==> src/hdl/sra_pkg.sv <==
// Shared constants and types for the sequential readahead window.
package sra_pkg;
  localparam int unsigned DefNumAlign = 4;
  localparam int unsigned MaxGranules = 8;
  localparam logic [15:0] ResetTrigger = 16'd10;
  localparam logic [63:0] AllOnes = 64'hFFFF_FFFF_FFFF_FFFF;

  localparam logic [2:0] CFG_TRIGGER = 3'd0;
  localparam logic [2:0] CFG_MIN = 3'd1;
  localparam logic [2:0] CFG_MAX = 3'd2;
  localparam logic [2:0] CFG_ALIGN0 = 3'd3;
  localparam logic [2:0] CFG_ALIGN3 = 3'd6;

  typedef logic [63:0] word_t;

  function automatic word_t sat_add(input word_t a, input word_t b);
    logic [64:0] s;
    s = {1'b0, a} + {1'b0, b};
    return s[64] ? AllOnes : s[63:0];
  endfunction
endpackage

==> src/hdl/sra_div.sv <==
// Shared radix-2 restoring divider, one quotient bit per cycle.
module sra_div import sra_pkg::*; (
  input  logic     clk,
  input  logic     rst_n,
  input  logic     start,
  input  word_t    dividend,
  input  word_t    divisor,
  output logic     busy,
  output logic     done,
  output word_t    remainder
);
  logic [6:0] cnt_r, cnt_nxt;
  logic busy_r, busy_nxt, done_r, done_nxt;
  word_t quo_r, quo_nxt, rem_r, rem_nxt, dvs_r, dvs_nxt;
  logic [65:0] trial;

  always_comb begin
    cnt_nxt = cnt_r;
    busy_nxt = busy_r;
    done_nxt = 1'b0;
    quo_nxt = quo_r;
    rem_nxt = rem_r;
    dvs_nxt = dvs_r;
    trial = {1'b0, rem_r, quo_r[63]} - {2'b00, dvs_r};
    if (start) begin
      busy_nxt = 1'b1;
      cnt_nxt = 7'd0;
      quo_nxt = dividend;
      rem_nxt = '0;
      dvs_nxt = divisor;
    end else if (busy_r) begin
      quo_nxt = {quo_r[62:0], 1'b0};
      if (!trial[65]) rem_nxt = trial[63:0];
      else rem_nxt = {rem_r[62:0], quo_r[63]};
      cnt_nxt = cnt_r + 7'd1;
      if (cnt_r == 7'd63) begin
        busy_nxt = 1'b0;
        done_nxt = 1'b1;
      end
    end
  end

  always_ff @(posedge clk) begin
    if (!rst_n) begin
      busy_r <= 1'b0;
      done_r <= 1'b0;
      cnt_r <= '0;
    end else begin
      busy_r <= busy_nxt;
      done_r <= done_nxt;
      cnt_r <= cnt_nxt;
    end
    quo_r <= quo_nxt;
    rem_r <= rem_nxt;
    dvs_r <= dvs_nxt;
  end

  assign busy = busy_r;
  assign done = done_r;
  assign remainder = rem_r;
endmodule

==> src/hdl/sequential_readahead_window.sv <==
// Sequential readahead window top level: sequencer, state and config registers.
// An item with batch_end low is taken while the sequencer stays idle. With
// batch_end high the window is checked; with no readahead due the sequencer
// goes to its output state, else it clamps the window and tries each alignment
// granule in turn (a nonzero one on the shared bit-serial 64-bit divider, a zero
// one skipped) until one snaps or all are tried, then clips. Output stalls add waits.
// The result sits in an output register; the next item is taken once it leaves.
module sequential_readahead_window import sra_pkg::*; #(
  parameter int unsigned NUM_ALIGNMENTS = DefNumAlign
) (
  input  logic        clk,
  input  logic        rst_n,
  input  logic        in_valid,
  output logic        in_stall,
  input  logic [63:0] in_read_offset,
  input  logic [63:0] in_read_length,
  input  logic [63:0] in_file_limit,
  input  logic        in_batch_end,
  output logic        out_valid,
  input  logic        out_stall,
  output logic [63:0] out_ahead_offset,
  output logic [63:0] out_ahead_length,
  input  logic        cfg_valid,
  output logic        cfg_ready,
  input  logic [2:0]  cfg_index,
  input  logic [63:0] cfg_data
);
  localparam int unsigned NG = (NUM_ALIGNMENTS > MaxGranules) ? MaxGranules : NUM_ALIGNMENTS;
  localparam int unsigned GW = (NG > 1) ? $clog2(NG) : 1;

  localparam logic [2:0] S_IDLE = 3'd0;
  localparam logic [2:0] S_WIN = 3'd1;
  localparam logic [2:0] S_CLAMP = 3'd2;
  localparam logic [2:0] S_GRAN = 3'd3;
  localparam logic [2:0] S_DIVW = 3'd4;
  localparam logic [2:0] S_SNAP = 3'd5;
  localparam logic [2:0] S_CLIP = 3'd6;
  localparam logic [2:0] S_OUT = 3'd7;

  logic [2:0] st_r, st_nxt;
  logic [15:0] trig_r, run_cnt_r, run_cnt_nxt;
  word_t min_r, max_r;
  word_t align_r [MaxGranules];
  word_t exp_r, exp_nxt, rbytes_r, rbytes_nxt, wpos_r, wpos_nxt;
  word_t tpt_r, tpt_nxt, wsize_r, wsize_nxt;
  word_t limit_r, limit_nxt, len_r, len_nxt, end_r, end_nxt, g_r, g_nxt;
  word_t oo_r, oo_nxt, ol_r, ol_nxt;
  logic [GW-1:0] gi_r, gi_nxt;
  logic ov_r, ov_nxt;
  logic [3:0] gcnt;
  logic div_start, div_busy, div_done;
  word_t rem, prev, next, dprev, dnext, half, gsel;

  sra_div u_div (
    .clk(clk), .rst_n(rst_n), .start(div_start), .dividend(end_r), .divisor(g_r),
    .busy(div_busy), .done(div_done), .remainder(rem)
  );

  assign in_stall = (st_r != S_IDLE) || ov_r;
  assign cfg_ready = 1'b1;
  assign out_valid = ov_r;
  assign out_ahead_offset = oo_r;
  assign out_ahead_length = ol_r;

  always_comb begin
    gsel = align_r[3'(gi_r)];
    prev = end_r - rem;
    next = sat_add(prev, g_r);
    dprev = end_r - prev;
    dnext = next - end_r;
    half = {1'b0, len_r[63:1]};
    gcnt = 4'(gi_r) + 4'd1;
  end

  always_comb begin
    st_nxt = st_r;
    run_cnt_nxt = run_cnt_r;
    exp_nxt = exp_r;
    rbytes_nxt = rbytes_r;
    wpos_nxt = wpos_r;
    tpt_nxt = tpt_r;
    wsize_nxt = wsize_r;
    limit_nxt = limit_r;
    len_nxt = len_r;
    end_nxt = end_r;
    g_nxt = g_r;
    gi_nxt = gi_r;
    oo_nxt = oo_r;
    ol_nxt = ol_r;
    ov_nxt = ov_r;
    div_start = 1'b0;
    if (ov_r && !out_stall) ov_nxt = 1'b0;
    case (st_r)
      S_IDLE: begin
        if (in_valid && !in_stall) begin
          if (in_read_offset == exp_r) begin
            if (run_cnt_r != 16'hFFFF) run_cnt_nxt = run_cnt_r + 16'd1;
            rbytes_nxt = sat_add(rbytes_r, in_read_length);
          end else begin
            run_cnt_nxt = '0;
            rbytes_nxt = '0;
            tpt_nxt = '0;
            wsize_nxt = '0;
            wpos_nxt = '0;
          end
          exp_nxt = sat_add(in_read_offset, in_read_length);
          limit_nxt = in_file_limit;
          if (in_batch_end) st_nxt = S_WIN;
        end
      end
      S_WIN: begin
        oo_nxt = '0;
        ol_nxt = '0;
        if (wpos_r >= limit_r || run_cnt_r < trig_r || exp_r < tpt_r) begin
          st_nxt = S_OUT;
        end else begin
          if (wsize_r == '0) begin
            wsize_nxt = rbytes_r;
            wpos_nxt = exp_r;
          end else begin
            wsize_nxt = wsize_r[63] ? AllOnes : {wsize_r[62:0], 1'b0};
            if (exp_r > wpos_r) wpos_nxt = exp_r;
          end
          st_nxt = S_CLAMP;
        end
      end
      S_CLAMP: begin
        len_nxt = (wsize_r < min_r) ? min_r : wsize_r;
        if (len_nxt > max_r) len_nxt = max_r;
        wsize_nxt = len_nxt;
        end_nxt = sat_add(wpos_r, len_nxt);
        gi_nxt = '0;
        st_nxt = S_GRAN;
      end
      S_GRAN: begin
        if (gsel != '0) begin
          g_nxt = gsel;
          st_nxt = S_DIVW;
        end else if (gcnt == 4'(NG)) begin
          st_nxt = S_CLIP;
        end else begin
          gi_nxt = gi_r + GW'(1);
        end
      end
      S_DIVW: begin
        if (!div_busy && !div_done) div_start = 1'b1;
        if (div_done) st_nxt = S_SNAP;
      end
      S_SNAP: begin
        if (dprev < half && dprev < dnext && prev > wpos_r) begin
          len_nxt = prev - wpos_r;
          st_nxt = S_CLIP;
        end else if (dnext < half && next > wpos_r) begin
          len_nxt = next - wpos_r;
          st_nxt = S_CLIP;
        end else if (gcnt == 4'(NG)) begin
          st_nxt = S_CLIP;
        end else begin
          gi_nxt = gi_r + GW'(1);
          st_nxt = S_GRAN;
        end
      end
      S_CLIP: begin
        if (wpos_r >= limit_r) len_nxt = '0;
        else if (len_r > limit_r - wpos_r) len_nxt = limit_r - wpos_r;
        tpt_nxt = sat_add(wpos_r, {1'b0, len_nxt[63:1]});
        wpos_nxt = sat_add(wpos_r, len_nxt);
        oo_nxt = wpos_r;
        ol_nxt = len_nxt;
        st_nxt = S_OUT;
      end
      S_OUT: begin
        if (!ov_r) begin
          ov_nxt = 1'b1;
          st_nxt = S_IDLE;
        end
      end
      default: st_nxt = S_IDLE;
    endcase
  end

  always_ff @(posedge clk) begin
    if (!rst_n) begin
      st_r <= S_IDLE;
      ov_r <= 1'b0;
      trig_r <= ResetTrigger;
      min_r <= '0;
      max_r <= AllOnes;
      for (int i = 0; i < MaxGranules; i++) align_r[i] <= '0;
      run_cnt_r <= '0;
      exp_r <= '0;
      rbytes_r <= '0;
      wpos_r <= '0;
      tpt_r <= '0;
      wsize_r <= '0;
    end else begin
      st_r <= st_nxt;
      ov_r <= ov_nxt;
      run_cnt_r <= run_cnt_nxt;
      exp_r <= exp_nxt;
      rbytes_r <= rbytes_nxt;
      wpos_r <= wpos_nxt;
      tpt_r <= tpt_nxt;
      wsize_r <= wsize_nxt;
      if (cfg_valid) begin
        case (cfg_index)
          CFG_TRIGGER: trig_r <= cfg_data[15:0];
          CFG_MIN: min_r <= cfg_data;
          CFG_MAX: max_r <= cfg_data;
          default: begin
            if (cfg_index inside {[CFG_ALIGN0:CFG_ALIGN3]})
              align_r[cfg_index - CFG_ALIGN0] <= cfg_data;
          end
        endcase
      end
    end
    limit_r <= limit_nxt;
    len_r <= len_nxt;
    end_r <= end_nxt;
    g_r <= g_nxt;
    gi_r <= gi_nxt;
    oo_r <= oo_nxt;
    ol_r <= ol_nxt;
  end
endmodule
==> config.mk <==
export PLATFORM = sky130hd
export DESIGN_NAME = sequential_readahead_window
export DESIGN_NICKNAME = d
export VERILOG_FILES = /design/src/hdl/sra_pkg.sv /design/src/hdl/sra_div.sv /design/src/hdl/sequential_readahead_window.sv
export SDC_FILE = /design/constraint.sdc
export NUM_CORES = 2
export LEC_CHECK = 0
export ABC_CLOCK_PERIOD_IN_PS = 42700
export BUFFER_PORTS_ARGS = -buffer_cell sky130_fd_sc_hd__buf_4
export CAP_MARGIN = 20
export CORE_ASPECT_RATIO = 0.6
export CORE_MARGIN = 3
export CORE_UTILIZATION = 25
export CTS_CLUSTER_DIAMETER = 80
export CTS_CLUSTER_SIZE = 40
export DETAILED_ROUTE_END_ITERATION = 10
export PLACE_DENSITY_LB_ADDON = 0.25
export SYNTH_ARGS = -nofsm -noshare
export SYNTH_HDL_FRONTEND = slang
export SYNTH_HIERARCHICAL = 1
export SYNTH_SLANG_ARGS = --single-unit
==> constraint.sdc <==
create_clock -name clk -period 42.7 [get_ports clk]
set_input_delay 4.27 -clock clk [delete_from_list [all_inputs] [get_ports clk]]
set_output_delay 4.27 -clock clk [all_outputs]
set_load 0.005 [all_outputs]
==> results.md <==
- Outcome: finished, final reports clean
- Post-DRT Antenna Nets: 0
- Critical Path Source: end_r[1]
- Vias post-DR: 106000
- Max clock buf depth: 3
- Hold Path End: tpt_r[1]
- DRC Markers: 0
- Cell with the most instances after synthesis: a21oi_1
- Synthesized area: 114000 um^2
- CTS tree: done
- Fin. Hold Viols: 0
- First-pass GRT wire length: 759 mm
- Max Fclk: 55.9 MHz
- WHS Path Cells: 2
- Reg2reg setup slack: approximately 25 ns
- GPL Wtd Cong: 1.03
- Final setup violation count: 0
- Setup Total Neg Slack: 0 ns
- Final min period: 17.90 ns
- Avg Inst Size Synth: 8.48 um^2
- Reg-to-reg startpoint: end_r[1]
- R2r endpoint: len_r[27]
- IO Pins: 396
- Synth area leaders: edfxtp_1 20%, ha_1 15%, dfxtp_1 9.8%, a21oi_1 6.0%, a21o_1 4.3%
- WP data required: 43.27 ns
- DR vias/cell: between 5 and 6
- Crit path launch type: flip-flop
- Die height: 530 um
- RSZ-0062 raised after global routing: false
- Post-synth EDFFs: slightly below 800
- Area grow syn2layout: 11.8%
- Hold Path Class: flip-flop to flip-flop
- Num CTS Buffers: 70
- Pin count of the biggest net entering global routing: roughly 120
- Prevailing post-synth register cell: edfxtp_1
- Most common library cells after synthesis: 1362 x a21oi_1, 1356 x ha_1, 1224 x nand2_1
- Worst Hold Launch: tpt_r[1]
- Max_slew headroom: 0.0855
- Async SR Flop Fraction: 0
- Syn_nets: approximately 15000
- Post-Synthesis Cells: between 10000 and 15000
- Die Wd: 879 um
- Global route overflow: 0
- Worst R2R Path Depth: 51
- Row Count: about 190
- Root buf cell: clkbuf_16
- Largest register FFs: 256
- CP dominant cell by count: a21oi_1
- Initial core utilization: 0.252
- Post-CTS Setup Inserts: 0
- GRT Total Usage: 0.227
- HPWL after DPL: ~460 mm
- Clock latency on the worst-skew pair: 0.84 ns
- DRT iter0 DRCs: 13700
- Synth unique cells: between 100 and 150
- Sink Count: 1329
- Resized cells post-CTS: 0
- Endpoint type of the worst setup path: flip-flop
- Yosys top cell by area: edfxtp_1
- MaxCap Viol Count: 0
- Worst slew pin tran: ~1.3 ns
- IO buf count: 394
- WS Path Type: flip-flop to flip-flop
- Post-synth top area share: 0.202
- Detailed Route WL: around 560 mm
- Antenna violations before repair: 91
- CTS HTree Levels: 3
- CTS Hold Bufs: 0
- Yosys synthesis warning count: 6
- #FFs+latches synth: 1329
- Vias in the first global route: 93700
- Sequential fraction of the synthesis area: 0.300
- Die Area: 466000 um^2
- Crit-path max cell delay: 1.02 ns
- Worst Clk Skew: 0.128 ns
- Crit Path Max Fanout: 64
- DR pass1 iterations: 9
- Layout Nets: 15200
- Crit path DAT: 18.47 ns
- Fraction of layout cells with a size suffix above 1: 0.0847
- Core area: 453000 um^2
- Max-slew violation count: 0
- Slowest-stage cell, CP: a2111oi_0
- Crit share post-route: 0.419
- Wire per inst: 28.1 um
- Top reg by flops: align_r
- Clk pin slew, worst setup/hold paths: approximately 0.14 ns
==> through the flow <==
stage / setup slack [ns] / std cells / hold slack, ns / instance area (um^2) / utilization
floorplan: 28.59 / 13500 / 0.425 / 114000 / -
global placement: 25.77 / 19600 / 0.436 / 124000 / 0.274
detailed placement: 25.76 / 19600 / 0.442 / 124000 / 0.274
CTS: 25.63 / 19700 / 0.463 / 127000 / 0.281
global route: 24.51 / 19700 / 0.486 / 128000 / 0.282
finish: 24.80 / 19800 / 0.455 / 128000 / 0.282
==> cells in the final DEF, fill, tap and decap left out, types with 126 or more instances in the layout <==
master and n:
a211oi_1 162, a21o_1 659, a21oi_1 1352, a31oi_1 126, and2_1 200, and3_1 228, buf_4 593, dfxtp_1 555
edfxtp_1 770, ha_1 1356, inv_1 896, mux2_2 140, nand2_1 1220, nand2b_1 140, nand3_1 191, nand4_1 299
nor2_1 992, nor2b_1 143, nor3_1 168, o211ai_1 126, o21ai_0 931, o21bai_1 128, xnor2_1 507, xor2_1 323
==> area by class of cell <==
class | count | area (um^2)
Fill cell | 48900 | 326000
Multi-Input combinational cell | 10700 | 74600
Sequential cell | 1329 | 34300
Tap cell | 6079 | 7610
Timing Repair Buffer | 607 | 4700
Inverter | 900 | 3380
Clock buffer | 70 | 1750
Clock inverter | 60 | 1310
Antenna cell | 56 | 140
==> routing by layer <==
layer | routed length, um | track usage | vias up | share of wire
met1 | 263000 | 0.333 | 51600 | 0.47
li1 | - | - | 49500 | -
met3 | 78800 | 0.116 | 415 | 0.14
met4 | 7230 | 0.0257 | 38 | 0.013
met5 | 2760 | 0.0383 | - | 0.0050
met2 | 204000 | 0.293 | 4558 | 0.37
==> worst max-delay path, delay by kind of cell (launching register included) <==
kind | cells | cell delay (ns)
AOI/OAI and AO/OA | 27 | 10.54
adders and majority gates | 5 | 1.51
buffers and inverters | 4 | 1.11
DFF | 1 | 0.51
and+or+nand+nor | 15 | 3.90
==> logic make-up (layout without fill, tap and decap cells) <==
logic type | after synthesis | count (layout) | share of synthesized area
AOI/OAI and AO/OA | 4355 | 4355 | 0.245
xor gates and xnor gates | 831 | 831 | 0.0637
adders and majority gates | 1369 | 1369 | 0.151
buffers and inverters | 1500 | 1637 | 0.0505
DFF | 1329 | 1329 | 0.300
muxes | 256 | 256 | 0.0310
other | 1 | 57 | 0.0000328
and+or+nand+nor | 3843 | 3843 | 0.159
==> worst max-delay path by stage <==
stage	to	slack, ns	cells after the start
floorplan	len_r[0]	28.59	54
global placement	len_r[27]	25.77	51
detailed placement	len_r[27]	25.76	52
CTS	len_r[27]	25.63	52
global route	len_r[27]	24.51	51
finish	len_r[27]	24.80	51
Power is not shown: default switching activity piles up to over one toggle a cycle in this logic, so the estimate is an artifact.
